===== config.mk =====
export PLATFORM = sky130hd
export DESIGN_NAME = x86_prologue_length_decoder_unit
export DESIGN_NICKNAME = d
export VERILOG_FILES = /design/src/hw/rtl/xpld_pkg.sv /design/src/hw/rtl/x86_prologue_length_decoder_unit.sv /design/src/hw/rtl/xpld_prefix_stage.sv /design/src/hw/rtl/xpld_opcode_stage.sv /design/src/hw/rtl/xpld_length_stage.sv
export SDC_FILE = /design/constraint.sdc
export NUM_CORES = 1
export LEC_CHECK = 0
export ABC_AREA = 1
export BUFFER_PORTS_ARGS = -buffer_cell sky130_fd_sc_hd__clkbuf_2
export CORE_ASPECT_RATIO = 1.75
export CORE_MARGIN = 2
export CORE_UTILIZATION = 50
export CTS_CLUSTER_SIZE = 40
export DETAILED_ROUTE_END_ITERATION = 6
export PLACE_DENSITY_LB_ADDON = 0.12
export SLEW_MARGIN = 10
export SYNTH_ARGS = -nofsm -noshare
export SYNTH_HDL_FRONTEND = slang
export SYNTH_SLANG_ARGS = --single-unit

===== constraint.sdc =====
create_clock -name i_clk -period 7.1 [get_ports i_clk]
set_input_delay 1.42 -clock i_clk [delete_from_list [all_inputs] [get_ports i_clk]]
set_output_delay 1.42 -clock i_clk [all_outputs]
set_load 0.02 [all_outputs]

===== src/hw/rtl/xpld_pkg.sv =====
// Shared types, constants and helper functions for the x86 prologue length decoder.
package xpld_pkg;

    // Window and field geometry.
    localparam int WIN_BYTES   = 12;
    localparam int AVAIL_W     = 13;
    localparam int IDX_W       = 4;
    localparam int LEN_W       = 5;
    localparam int MAX_PREFIXES = 8;
    localparam int S_TDATA_W   = 112;
    localparam int M_TDATA_W   = 8;

    // Legacy prefix bytes.
    localparam logic [7:0] PFX_OPSIZE  = 8'h66;
    localparam logic [7:0] PFX_ADSIZE  = 8'h67;
    localparam logic [7:0] PFX_REPNE   = 8'hf2;
    localparam logic [7:0] PFX_REP     = 8'hf3;
    localparam logic [7:0] PFX_LOCK    = 8'hf0;
    localparam logic [7:0] PFX_GS      = 8'h65;
    localparam logic [7:0] PFX_FS      = 8'h64;

    // REX byte recognition.
    localparam logic [3:0] REX_HI_NIBBLE = 4'h4;
    localparam int         REX_W_BIT     = 3;

    // Opcodes of the covered subset.
    localparam logic [7:0] OP_PUSH_LO   = 8'h50;
    localparam logic [7:0] OP_POP_HI    = 8'h5f;
    localparam logic [7:0] OP_NOP       = 8'h90;
    localparam logic [7:0] OP_INT3      = 8'hcc;
    localparam logic [7:0] OP_CWDE      = 8'h98;
    localparam logic [7:0] OP_CDQ       = 8'h99;
    localparam logic [7:0] OP_PUSHF     = 8'h9c;
    localparam logic [7:0] OP_POPF      = 8'h9d;
    localparam logic [7:0] OP_MOVI_LO   = 8'hb8;
    localparam logic [7:0] OP_MOVI_HI   = 8'hbf;
    localparam logic [7:0] OP_CALL      = 8'he8;
    localparam logic [7:0] OP_JMP       = 8'he9;
    localparam logic [7:0] OP_JMP8      = 8'heb;
    localparam logic [7:0] OP_PUSH8     = 8'h6a;
    localparam logic [7:0] OP_MOVB_LO   = 8'hb0;
    localparam logic [7:0] OP_MOVB_HI   = 8'hb7;
    localparam logic [7:0] OP_ESC       = 8'h0f;
    localparam logic [7:0] OP_MOV_ST    = 8'h89;
    localparam logic [7:0] OP_MOV_LD    = 8'h8b;
    localparam logic [7:0] OP_LEA       = 8'h8d;
    localparam logic [7:0] OP_ALU_IMM8  = 8'h83;
    localparam logic [7:0] OP_ALU_IMM32 = 8'h81;
    localparam logic [7:0] OP_SUB_LD    = 8'h2b;
    localparam logic [7:0] OP_ADD_LD    = 8'h03;
    localparam logic [7:0] OP_SUB_ST    = 8'h29;
    localparam logic [7:0] OP_ADD_ST    = 8'h01;
    localparam logic [7:0] OP_XOR_ST    = 8'h31;
    localparam logic [7:0] OP_XOR_LD    = 8'h33;

    // ModRM and SIB field codes.
    localparam logic [1:0] MOD_MEM     = 2'd0;
    localparam logic [1:0] MOD_DISP8   = 2'd1;
    localparam logic [1:0] MOD_DISP32  = 2'd2;
    localparam logic [1:0] MOD_REG     = 2'd3;
    localparam logic [2:0] RM_SIB      = 3'd4;
    localparam logic [2:0] RM_DISP32   = 3'd5;
    localparam logic [2:0] BASE_DISP32 = 3'd5;

    // Opcode shape classes.
    typedef enum logic [2:0] {
        OPC_NONE,
        OPC_ONE,
        OPC_MOVI,
        OPC_REL32,
        OPC_IMM8,
        OPC_ESC,
        OPC_MODRM
    } t_op_class;

    typedef logic [WIN_BYTES-1:0][7:0] t_window;

    // Request after the prefix scan.
    typedef struct packed {
        t_window              window;
        logic [AVAIL_W-1:0]   avail;
        logic [IDX_W-1:0]     pfx_cnt;
    } t_s1;

    // Request after REX and opcode fetch.
    typedef struct packed {
        logic [7:0]           op;
        logic [7:0]           modrm;
        logic [7:0]           sib;
        logic [IDX_W-1:0]     end_idx;
        logic                 rex_w;
        logic                 fail;
        logic [AVAIL_W-1:0]   avail;
    } t_s2;

    // Result of one request.
    typedef struct packed {
        logic                 decoded;
        logic [LEN_W-1:0]     insn_length;
    } t_res;

    // Byte of the window; indexes past the window read as zero.
    function automatic logic [7:0] code_byte(input t_window win, input logic [IDX_W-1:0] idx);
        logic [7:0] b;
        b = 8'h00;
        if (idx < IDX_W'(WIN_BYTES)) begin
            b = win[idx];
        end
        return b;
    endfunction

    function automatic logic is_prefix(input logic [7:0] b);
        return (b == PFX_OPSIZE) || (b == PFX_ADSIZE) || (b == PFX_REPNE) ||
               (b == PFX_REP) || (b == PFX_LOCK) || (b == PFX_GS) || (b == PFX_FS);
    endfunction

endpackage


===== src/hw/rtl/x86_prologue_length_decoder_unit.sv =====
// Top level of the x86-64 instruction length decoder: three-stage pipeline and stream ports.
//
//  channel | direction | fields (tdata, lowest bit first)
//  --------+-----------+------------------------------------------------------------
//  s       | in        | window_low[63:0], window_high[95:64], bytes_available[108:96]
//  m       | out       | insn_length[4:0], decoded[5]
//
// One request is accepted per clock while o_s_tready is high; each result passes through
// the three register stages in order: prefix scan, REX/opcode fetch, length sum.
// Reset clears the stage valid bits only; data registers are not reset.
// When o_m_tvalid is held against a low i_m_tready, the stages fill behind it and input
// ready drops only once every stage holds a request; nothing is dropped or repeated.
module x86_prologue_length_decoder_unit
    import xpld_pkg::*;
(
    input  logic                  i_clk,
    input  logic                  i_rst_n,
    input  logic                  i_s_tvalid,
    output logic                  o_s_tready,
    input  logic [S_TDATA_W-1:0]  i_s_tdata,   // window_low, window_high, bytes_available, pad
    output logic                  o_m_tvalid,
    input  logic                  i_m_tready,
    output logic [M_TDATA_W-1:0]  o_m_tdata    // insn_length, decoded, pad
);

    logic  w_s1_valid;
    logic  w_s1_ready;
    t_s1   w_s1_data;
    logic  w_s2_valid;
    logic  w_s2_ready;
    t_s2   w_s2_data;
    t_res  w_res;

    // Prefix scan.
    xpld_prefix_stage u_prefix (
        .i_clk    (i_clk),
        .i_rst_n  (i_rst_n),
        .i_valid  (i_s_tvalid),
        .o_ready  (o_s_tready),
        .i_window (i_s_tdata[95:0]),
        .i_avail  (i_s_tdata[108:96]),
        .o_valid  (w_s1_valid),
        .i_ready  (w_s1_ready),
        .o_data   (w_s1_data)
    );

    // REX and opcode fetch.
    xpld_opcode_stage u_opcode (
        .i_clk   (i_clk),
        .i_rst_n (i_rst_n),
        .i_valid (w_s1_valid),
        .o_ready (w_s1_ready),
        .i_data  (w_s1_data),
        .o_valid (w_s2_valid),
        .i_ready (w_s2_ready),
        .o_data  (w_s2_data)
    );

    // Length sum and availability check; its register drives the output.
    xpld_length_stage u_length (
        .i_clk   (i_clk),
        .i_rst_n (i_rst_n),
        .i_valid (w_s2_valid),
        .o_ready (w_s2_ready),
        .i_data  (w_s2_data),
        .o_valid (o_m_tvalid),
        .i_ready (i_m_tready),
        .o_data  (w_res)
    );

    assign o_m_tdata = {{(M_TDATA_W - LEN_W - 1){1'b0}}, w_res.decoded, w_res.insn_length};

    // An accepted request always lands in the first stage.
    a_accept_loads: assert property (@(posedge i_clk) disable iff (!i_rst_n)
        (i_s_tvalid && o_s_tready) |=> w_s1_valid)
        else $error("accepted request did not enter the prefix stage");

    // The decoded flag agrees with a nonzero length.
    a_flag_matches: assert property (@(posedge i_clk) disable iff (!i_rst_n)
        o_m_tvalid |-> (w_res.decoded == (w_res.insn_length != '0)))
        else $error("decoded flag disagrees with length");

    // No covered instruction is longer than twenty bytes.
    a_len_bound: assert property (@(posedge i_clk) disable iff (!i_rst_n)
        o_m_tvalid |-> (w_res.insn_length <= LEN_W'(20)))
        else $error("instruction length out of range");

    // A full pipeline with a stalled output refuses new requests.
    a_full_stalls: assert property (@(posedge i_clk) disable iff (!i_rst_n)
        (o_m_tvalid && !i_m_tready && w_s1_valid && w_s2_valid) |-> !o_s_tready)
        else $error("request taken while every stage is full");

endmodule


===== src/hw/rtl/xpld_prefix_stage.sv =====
// First pipeline stage: counts leading legacy prefixes, bounded by the limit and by availability.
module xpld_prefix_stage
    import xpld_pkg::*;
(
    input  logic                 i_clk,
    input  logic                 i_rst_n,
    input  logic                 i_valid,
    output logic                 o_ready,
    input  t_window              i_window,
    input  logic [AVAIL_W-1:0]   i_avail,
    output logic                 o_valid,
    input  logic                 i_ready,
    output t_s1                  o_data
);

    logic             r_valid;
    t_s1              r_data;
    t_s1              n_data;
    logic [IDX_W-1:0] w_run_cnt;
    logic [IDX_W-1:0] w_limit;
    logic             w_run;

    // The stage takes a request when it is empty or its content moves on.
    assign o_ready = !r_valid || i_ready;

    // Count the run of prefixes from byte 0, then clamp to the readable bytes.
    always_comb begin
        w_run_cnt = '0;
        w_run     = 1'b1;
        for (int k = 0; k < MAX_PREFIXES; k++) begin
            if (w_run && is_prefix(code_byte(i_window, IDX_W'(k)))) begin
                w_run_cnt = w_run_cnt + IDX_W'(1);
            end else begin
                w_run = 1'b0;
            end
        end
        if (i_avail < AVAIL_W'(MAX_PREFIXES)) begin
            w_limit = i_avail[IDX_W-1:0];
        end else begin
            w_limit = IDX_W'(MAX_PREFIXES);
        end
        n_data.window  = i_window;
        n_data.avail   = i_avail;
        n_data.pfx_cnt = (w_run_cnt < w_limit) ? w_run_cnt : w_limit;
    end

    always_ff @(posedge i_clk) begin
        if (!i_rst_n) begin
            r_valid <= 1'b0;
        end else if (o_ready) begin
            r_valid <= i_valid;
        end
    end

    always_ff @(posedge i_clk) begin
        if (i_valid && o_ready) begin
            r_data <= n_data;
        end
    end

    assign o_valid = r_valid;
    assign o_data  = r_data;

endmodule


===== src/hw/rtl/xpld_opcode_stage.sv =====
// Second pipeline stage: takes the optional REX byte and fetches opcode, ModRM and SIB bytes.
module xpld_opcode_stage
    import xpld_pkg::*;
(
    input  logic  i_clk,
    input  logic  i_rst_n,
    input  logic  i_valid,
    output logic  o_ready,
    input  t_s1   i_data,
    output logic  o_valid,
    input  logic  i_ready,
    output t_s2   o_data
);

    logic             r_valid;
    t_s2              r_data;
    t_s2              n_data;
    logic [7:0]       w_first;
    logic             w_rex;
    logic [IDX_W-1:0] w_op_idx;

    assign o_ready = !r_valid || i_ready;

    // REX is recognized in the byte after the prefixes; the opcode follows it.
    always_comb begin
        w_first  = code_byte(i_data.window, i_data.pfx_cnt);
        w_rex    = (w_first[7:4] == REX_HI_NIBBLE);
        w_op_idx = i_data.pfx_cnt + IDX_W'(w_rex);

        n_data.op      = code_byte(i_data.window, w_op_idx);
        n_data.modrm   = code_byte(i_data.window, w_op_idx + IDX_W'(1));
        n_data.sib     = code_byte(i_data.window, w_op_idx + IDX_W'(2));
        n_data.end_idx = w_op_idx + IDX_W'(1);
        n_data.rex_w   = w_rex && w_first[REX_W_BIT];
        n_data.fail    = (AVAIL_W'(i_data.pfx_cnt) >= i_data.avail) ||
                         (AVAIL_W'(w_op_idx) >= i_data.avail);
        n_data.avail   = i_data.avail;
    end

    always_ff @(posedge i_clk) begin
        if (!i_rst_n) begin
            r_valid <= 1'b0;
        end else if (o_ready) begin
            r_valid <= i_valid;
        end
    end

    always_ff @(posedge i_clk) begin
        if (i_valid && o_ready) begin
            r_data <= n_data;
        end
    end

    assign o_valid = r_valid;
    assign o_data  = r_data;

endmodule


===== src/hw/rtl/xpld_length_stage.sv =====
// Third pipeline stage: classifies the opcode, sums the length and checks it against availability.
module xpld_length_stage
    import xpld_pkg::*;
(
    input  logic  i_clk,
    input  logic  i_rst_n,
    input  logic  i_valid,
    output logic  o_ready,
    input  t_s2   i_data,
    output logic  o_valid,
    input  logic  i_ready,
    output t_res  o_data
);

    logic             r_valid;
    t_res             r_data;
    t_res             n_data;
    t_op_class        w_class;
    logic [1:0]       w_mod;
    logic [2:0]       w_rm;
    logic [LEN_W-1:0] w_base;
    logic [LEN_W-1:0] w_extra;
    logic [LEN_W-1:0] w_len;
    logic [LEN_W-1:0] w_chk;
    logic             w_fits;

    assign o_ready = !r_valid || i_ready;

    // Opcode decoder.
    always_comb begin
        unique case (i_data.op) inside
            [OP_PUSH_LO:OP_POP_HI], OP_NOP, OP_INT3, OP_CWDE, OP_CDQ, OP_PUSHF, OP_POPF:
                w_class = OPC_ONE;
            [OP_MOVI_LO:OP_MOVI_HI]:
                w_class = OPC_MOVI;
            OP_CALL, OP_JMP:
                w_class = OPC_REL32;
            OP_JMP8, OP_PUSH8, [OP_MOVB_LO:OP_MOVB_HI]:
                w_class = OPC_IMM8;
            OP_ESC:
                w_class = OPC_ESC;
            OP_MOV_ST, OP_MOV_LD, OP_LEA, OP_ALU_IMM8, OP_ALU_IMM32, OP_SUB_LD,
            OP_ADD_LD, OP_SUB_ST, OP_ADD_ST, OP_XOR_ST, OP_XOR_LD:
                w_class = OPC_MODRM;
            default:
                w_class = OPC_NONE;
        endcase
    end

    // Bytes that follow the opcode, and the length that must be readable.
    always_comb begin
        w_mod   = i_data.modrm[7:6];
        w_rm    = i_data.modrm[2:0];
        w_base  = LEN_W'(i_data.end_idx);
        w_extra = '0;
        unique case (w_class)
            OPC_ONE:   w_extra = '0;
            OPC_MOVI:  w_extra = i_data.rex_w ? LEN_W'(8) : LEN_W'(4);
            OPC_REL32: w_extra = LEN_W'(4);
            OPC_IMM8:  w_extra = LEN_W'(1);
            OPC_ESC:   w_extra = LEN_W'(1);
            OPC_MODRM: begin
                // ModRM byte, then SIB, displacement and immediate.
                w_extra = LEN_W'(1);
                if (w_rm == RM_SIB && w_mod != MOD_REG) begin
                    w_extra = w_extra + LEN_W'(1);
                    if (w_mod == MOD_MEM && i_data.sib[2:0] == BASE_DISP32) begin
                        w_extra = w_extra + LEN_W'(4);
                    end
                end
                if (w_mod == MOD_MEM && w_rm == RM_DISP32) begin
                    w_extra = w_extra + LEN_W'(4);
                end else if (w_mod == MOD_DISP8) begin
                    w_extra = w_extra + LEN_W'(1);
                end else if (w_mod == MOD_DISP32) begin
                    w_extra = w_extra + LEN_W'(4);
                end
                if (i_data.op == OP_ALU_IMM8) begin
                    w_extra = w_extra + LEN_W'(1);
                end
                if (i_data.op == OP_ALU_IMM32) begin
                    w_extra = w_extra + LEN_W'(4);
                end
            end
            OPC_NONE:  w_extra = '0;
            default:   w_extra = '0;
        endcase
        w_len = w_base + w_extra;
        // A 64-bit move immediate only needs four immediate bytes to be readable.
        w_chk = (w_class == OPC_MOVI) ? (w_base + LEN_W'(4)) : w_len;
        w_fits = (AVAIL_W'(w_chk) <= i_data.avail);
        n_data.decoded     = !i_data.fail && (w_class != OPC_NONE) && w_fits;
        n_data.insn_length = n_data.decoded ? w_len : '0;
    end

    always_ff @(posedge i_clk) begin
        if (!i_rst_n) begin
            r_valid <= 1'b0;
        end else if (o_ready) begin
            r_valid <= i_valid;
        end
    end

    always_ff @(posedge i_clk) begin
        if (i_valid && o_ready) begin
            r_data <= n_data;
        end
    end

    assign o_valid = r_valid;
    assign o_data  = r_data;

endmodule


==> results of run 1 <==
cell type report:
class	instances	area [µm²]	area share
well taps	231	289	0.0279
multi-input cells	626	3560	0.343
repair buffers	128	661	0.0637
inverters	151	569	0.0549
flip-flops and latches	157	4680	0.452
clock buffers	20	437	0.0421
clock inverters	11	168	0.0162
cells by family (layout without fill, tap and decap cells):
logic type,after synthesis,count (layout),synth area share
AO/OA/AOI/OAI,240,240,0.156
XOR/XNOR,8,8,0.0103
adder cells (fa/ha/maj),34,34,0.0483
buffers and inverters,189,310,0.0806
flip-flops,157,157,0.523
multiplexers,1,1,0.00126
other,1,2,0.000418
AND/OR/NAND/NOR,341,341,0.180
per-stage QoR:
step | hold WS (ps) | power (mW) | utilization | std cells | worst slack (ps)
floorplan | 426 | 1.32 | - | 972 | 1850
global placement | 434 | 1.42 | 0.557 | 1293 | 1330
detailed placement | 435 | 1.43 | 0.557 | 1293 | 1270
CTS | 450 | 2.37 | 0.591 | 1324 | 1700
global route | 460 | 2.45 | 0.591 | 1324 | 1360
finish | 451 | 2.35 | 0.591 | 1324 | 1720
worst max-delay path by stage:
stage	to	slack, ps	depth (start not counted)
detailed placement	u_prefix.o_data[0]$_DFFE_PP_	1270	29
global placement	u_prefix.o_data[3]$_DFFE_PP_	1330	29
CTS	u_prefix.o_data[0]$_DFFE_PP_	1700	29
finish	u_prefix.o_data[0]$_DFFE_PP_	1720	29
floorplan	u_prefix.o_data[3]$_DFFE_PP_	1850	29
global route	u_prefix.o_data[0]$_DFFE_PP_	1360	30
worst max-delay path: cells and delay by family:
| kind | cells | cell delay [ps] |
|---|---|---|
| AND/OR/NAND/NOR | 17 | 1750 |
| adder cells (fa/ha/maj) | 5 | 1450 |
| AO/OA/AOI/OAI | 2 | 640 |
| buffers and inverters | 5 | 280 |
registers in the layout, indices dropped and copies added (netlist names):
register / flops
u_length.o_data: 6
u_length.o_valid: 1
u_opcode.o_data: 35
u_opcode.o_valid: 1
u_prefix.o_data: 113
u_prefix.o_valid: 1
power by group:
group	internal, mW	leakage (nW)	switching [mW]
Sequential	1.08	1.53	0.0303
Clock	0.585	0.280	0.360
Combinational	0.106	2.72	0.192
Total	1.77	4.54	0.583
layer usage:
layer  wire length, µm  GRT usage
met1              8020      0.261
met2             11400      0.421
met3               992     0.0415
met4              1080      0.146
met5                 0          0
placed cells by master (no fill, tap or decap), drive strengths merged, types with 3 or more instances in the layout:
cell	count
ha	33
clkinvlp	4
bufinv	4
inv	150
buf	8
nor3	13
o22ai	3
a31oi	3
nand4	13
a21oi	79
o311ai	4
nor4	7
clkinv	4
o41ai	4
o21ai	102
o211ai	21
nand3b	7
clkbuf	140
dfxtp	3
nand2	171
a221oi	3
edfxtp	154
nand3	62
a32o	3
xnor2	6
nor2	61
o21a	4
==> impl_metrics.env, run 1 <==
export IMPL_clock_tree_root_cell="clkbuf_16"
export IMPL_via_count=7227
export IMPL_finalNetCount=1231
export IMPL_grt_ovfl_total=0
export IMPL_fin_area_um2=10400
export IMPL_powerDensity_nw_per_um2=227
export IMPL_skew_ps=6.87
export IMPL_cp_start_kind="primary input"
export IMPL_slew_headroom=0.503
export IMPL_synthCells=971
export IMPL_die_x_um=105
export IMPL_whs_path_depth=0
export IMPL_fillCellCount=1543
export IMPL_rows=64
export IMPL_rsz0062_at_grt="false"
export IMPL_num_antenna_cells=0
export IMPL_worst_slew_pin_slew_ps=742
export IMPL_antenna_found_initial=0
export IMPL_die_height_um=181
export IMPL_first_iter_violations=474
export IMPL_area_growth_pct=15.7
export IMPL_post_cts_setup_buffers=0
export IMPL_ant_nets=0
export IMPL_clk_path_buf_depth=2
export IMPL_die_area_um2=19100
export IMPL_reg2regPathDepth=15
export IMPL_async_flop_share=0
export IMPL_hpwl_um=16600
export IMPL_yosysTopAreaCell="edfxtp_1"
export IMPL_cp_slowest_stage_delay_ps=400
export IMPL_yosysMostFrequentCell="nand2_1"
export IMPL_start_util=0.511
export IMPL_reg2reg_from="u_prefix.o_data[1]$_DFFE_PP_"
export IMPL_cts_resized=0
export IMPL_synth_edf_count=154
export IMPL_grt_pass1_wl_um=34800
export IMPL_yosysUniqueCellTypes=57
export IMPL_synth_area_um2=8960
export IMPL_core_um2=17500
export IMPL_gp_congestion=0.932
export IMPL_crit_path_end_kind="register"
export IMPL_clkSinkCount=157
export IMPL_hold_class="reg2reg"
export IMPL_status="completed"
export IMPL_wl_um=21500
export IMPL_placed_area_um2=9760
export IMPL_r2r_setup_slack_ps=2240
export IMPL_yosysWarnings=0
export IMPL_hold_viol=0
export IMPL_setup_viol=0
export IMPL_remaining_drc_errors=0
export IMPL_whs_endpoint="u_opcode.o_data[6]$_DFFE_PP_"
export IMPL_power_leakage_nw=4.54
export IMPL_first_pass_iters=5
export IMPL_required_ps=7290
export IMPL_synth_top_area_share=0.516
export IMPL_layout_drive_gt1_share=0.184
export IMPL_cp_common_cell="nand2_1"
export IMPL_ys_top_cells_by_area="edfxtp_1 52%, nand2_1 6.7%, inv_1 5.9%"
export IMPL_viasPerCell=5.46
export IMPL_grt_start_max_net_pins=92
export IMPL_avgSynthCellArea_um2=9.23
export IMPL_seq_area_frac_synth=0.523
export IMPL_clk_insertion_delay_late_ps=430
export IMPL_finalCritPeriodShare=0.757
export IMPL_vdd_ir_drop_worst_uv=184
export IMPL_arrival_ps=5570
export IMPL_htreeDepth=4
export IMPL_min_delay_start="u_prefix.o_data[10]$_DFFE_PP_"
export IMPL_synth_common_cells="160 x nand2_1, 154 x edfxtp_1, 142 x inv_1"
export IMPL_path_class="in2reg"
export IMPL_slew_violations=0
export IMPL_worst_path_max_delay_cell="a21oi_1"
export IMPL_ys_ff_latch=157
export IMPL_cp_startpoint="i_s_tdata[3]"
export IMPL_fin_crit_ps=5380
export IMPL_io_buffers=120
export IMPL_cts_clk_slew_worst_paths_ps=60
export IMPL_cts_hold_fix_buffers=0
export IMPL_timing_setup_tns_ps=0
export IMPL_ioPinCount=126
export IMPL_worstReg2RegEnd="u_opcode.o_data[34]$_SDFFCE_PP0P_"
export IMPL_cts_tree="yes"
export IMPL_wl_per_cell_um=16.3
export IMPL_cp_max_fo=6
export IMPL_grt_pass1_vias=7079
export IMPL_numCtsBuffers=17
export IMPL_yosys_most_used_dff="edfxtp_1"
export IMPL_fmax_mhz=186
export IMPL_maxCapViolations=0
export IMPL_grtUsageTotal=0.238
(Power assumes the default switching activity.)
==> run 2, diff against run 1 <==
clock period = 4.7 ns   (was 7.1 ns; I/O delays follow)
==> impl_metrics.env, run 2 (same netlist as run 1, synthesis figures left out) <==
export IMPL_holdWs_ps=449
export IMPL_p_switching_mw=0.953
export IMPL_slew_headroom=0.210
export IMPL_layout_commonest_cell="nand2_1"
export IMPL_hold_viol=0
export IMPL_finalNetCount=1282
export IMPL_ioPinCount=126
export IMPL_cp_startpoint="i_s_tdata[4]"
export IMPL_ant_nets=0
export IMPL_worstReg2RegEnd="u_length.o_data[4]$_SDFFCE_PN0P_"
export IMPL_p_clk_frac=0.421
export IMPL_cts_tree="yes"
export IMPL_antenna_found_initial=0
export IMPL_r2r_setup_slack_ps=500
export IMPL_required_ps=4900
export IMPL_grt_pass1_vias=6993
export IMPL_viasPerCell=5.35
export IMPL_fin_crit_ps=4470
export IMPL_grt_start_max_net_pins=114
export IMPL_multi_input_area_um2=3650
export IMPL_worst_path_max_delay_cell="ha_1"
export IMPL_layout_drive_gt1_share=0.235
export IMPL_path_class="in2reg"
export IMPL_status="completed"
export IMPL_swShare=0.255
export IMPL_start_util=0.511
export IMPL_crit_path_end_kind="register"
export IMPL_min_delay_start="u_prefix.o_data[9]$_DFFE_PP_"
export IMPL_pwr_share_seq=0.450
export IMPL_maxCapViolations=0
export IMPL_reg2reg_from="u_opcode.o_data[38]$_SDFFCE_PP0P_"
export IMPL_largest_reg_flops=113
export IMPL_clock_tree_root_cell="clkbuf_16"
export IMPL_hold_class="reg2reg"
export IMPL_core_um2=17500
export IMPL_gp_congestion=0.943
export IMPL_grt_ovfl_total=0
export IMPL_clk_path_buf_depth=2
export IMPL_p_comb_frac=0.129
export IMPL_num_antenna_cells=0
export IMPL_hpwl_um=17000
export IMPL_cts_clk_slew_worst_paths_ps=70
export IMPL_powerDensity_nw_per_um2=341
export IMPL_mostFrequentLayoutCells="158 x nand2_1, 154 x edfxtp_1, 140 x inv_1"
export IMPL_remaining_drc_errors=0
export IMPL_clkSinkCount=157
export IMPL_clk_insertion_delay_late_ps=440
export IMPL_wl_um=22400
export IMPL_io_buffers=120
export IMPL_reg2regPathDepth=17
export IMPL_cts_hold_fix_buffers=0
export IMPL_first_iter_violations=513
export IMPL_htreeDepth=4
export IMPL_setup_viol=0
export IMPL_via_count=7356
export IMPL_fmax_mhz=224
export IMPL_area_growth_pct=22.2
export IMPL_fillCellCount=1480
export IMPL_die_area_um2=19100
export IMPL_worst_slew_pin_slew_ps=1180
export IMPL_rows=64
export IMPL_first_pass_iters=6
export IMPL_wl_per_cell_um=16.3
export IMPL_vdd_ir_drop_worst_uv=275
export IMPL_arrival_ps=4670
export IMPL_seqCellArea_um2=4680
export IMPL_dp_slack_ps=-560
export IMPL_die_height_um=181
export IMPL_cp_slowest_stage_delay_ps=280
export IMPL_power_leakage_nw=4.85
export IMPL_setup_ws_ps=232
export IMPL_numCtsBuffers=17
export IMPL_grtUsageTotal=0.242
export IMPL_critical_path_endpoint="u_prefix.o_data[0]$_DFFE_PP_"
export IMPL_slew_violations=0
export IMPL_skew_ps=11.7
export IMPL_cp_common_cell="nand2_1"
export IMPL_cp_start_kind="primary input"
export IMPL_p_int_mw=2.78
export IMPL_grt_pass1_wl_um=35100
export IMPL_finalCritPeriodShare=0.951
export IMPL_cp_max_fo=4
export IMPL_die_x_um=105
## run 2: how the worst min path moves through the flow
stage	end	cells past startpoint
finish	u_opcode.o_data[5]$_DFFE_PP_	0
CTS	u_opcode.o_data[5]$_DFFE_PP_	0
global placement	u_opcode.o_data[10]$_DFFE_PP_	0
detailed placement	u_opcode.o_data[5]$_DFFE_PP_	0
floorplan	u_opcode.o_data[1]$_DFFE_PP_	0
global route	u_opcode.o_data[6]$_DFFE_PP_	0
## run 2: routing by layer
metal | up-vias | global-route usage | part of all wire
met5 | - | 0 | 0
met3 | 37 | 0.0462 | 0.047
met1 | 3368 | 0.261 | 0.37
met4 | 0 | 0.0939 | 0.025
met2 | 244 | 0.455 | 0.56
li1 | 3707 | - | -
## run 2: per-stage QoR
step                utilization  std cells  power, mW  cell area (µm²)  setup TNS, ps
global placement          0.580       1341       2.17            10200          -1550
detailed placement        0.580       1341       2.18            10200          -2110
finish                    0.625       1376       3.73            11000              0
floorplan                     -        972       1.99             8970              0
CTS                       0.619       1373       3.75            10800              0
global route              0.625       1376       3.87            11000          -43.3
## run 2: area by class of cell
| cell class | count | area share |
|---|---|---|
| clock inverter | 15 | 0.0225 |
| inverter | 151 | 0.0520 |
| sequential | 157 | 0.428 |
| tap | 231 | 0.0264 |
| timing repair buffer | 179 | 0.0991 |
| multi-input combinational | 626 | 0.333 |
| clock buffer | 17 | 0.0388 |
## run 2: critical path, delay by kind of cell
family	cells	cell delay, ps
adder cells (fa/ha/maj)	6	1560
AND/OR/NAND/NOR	20	1670
AO/OA/AOI/OAI	1	50
buffers and inverters	6	450
## run 2: power by group through the flow
| stage | clock network, mW | logic, mW | registers (mW) |
|---|---|---|---|
| floorplan | 0 | 0.301 | 1.69 |
| global placement | 0 | 0.468 | 1.71 |
| detailed placement | 0 | 0.477 | 1.71 |
| CTS | 1.59 | 0.480 | 1.68 |
| global route | 1.65 | 0.544 | 1.69 |
| finish | 1.57 | 0.483 | 1.68 |
## run 2: what timing repair did
action | 4_1_cts | 5_1_grt
setup buffers | 0 | 3
cloned | 0 | 0
endpoints found under the setup margin | 3 | 4
gates resized for setup | 3 | 14
pin swaps | 1 | 13
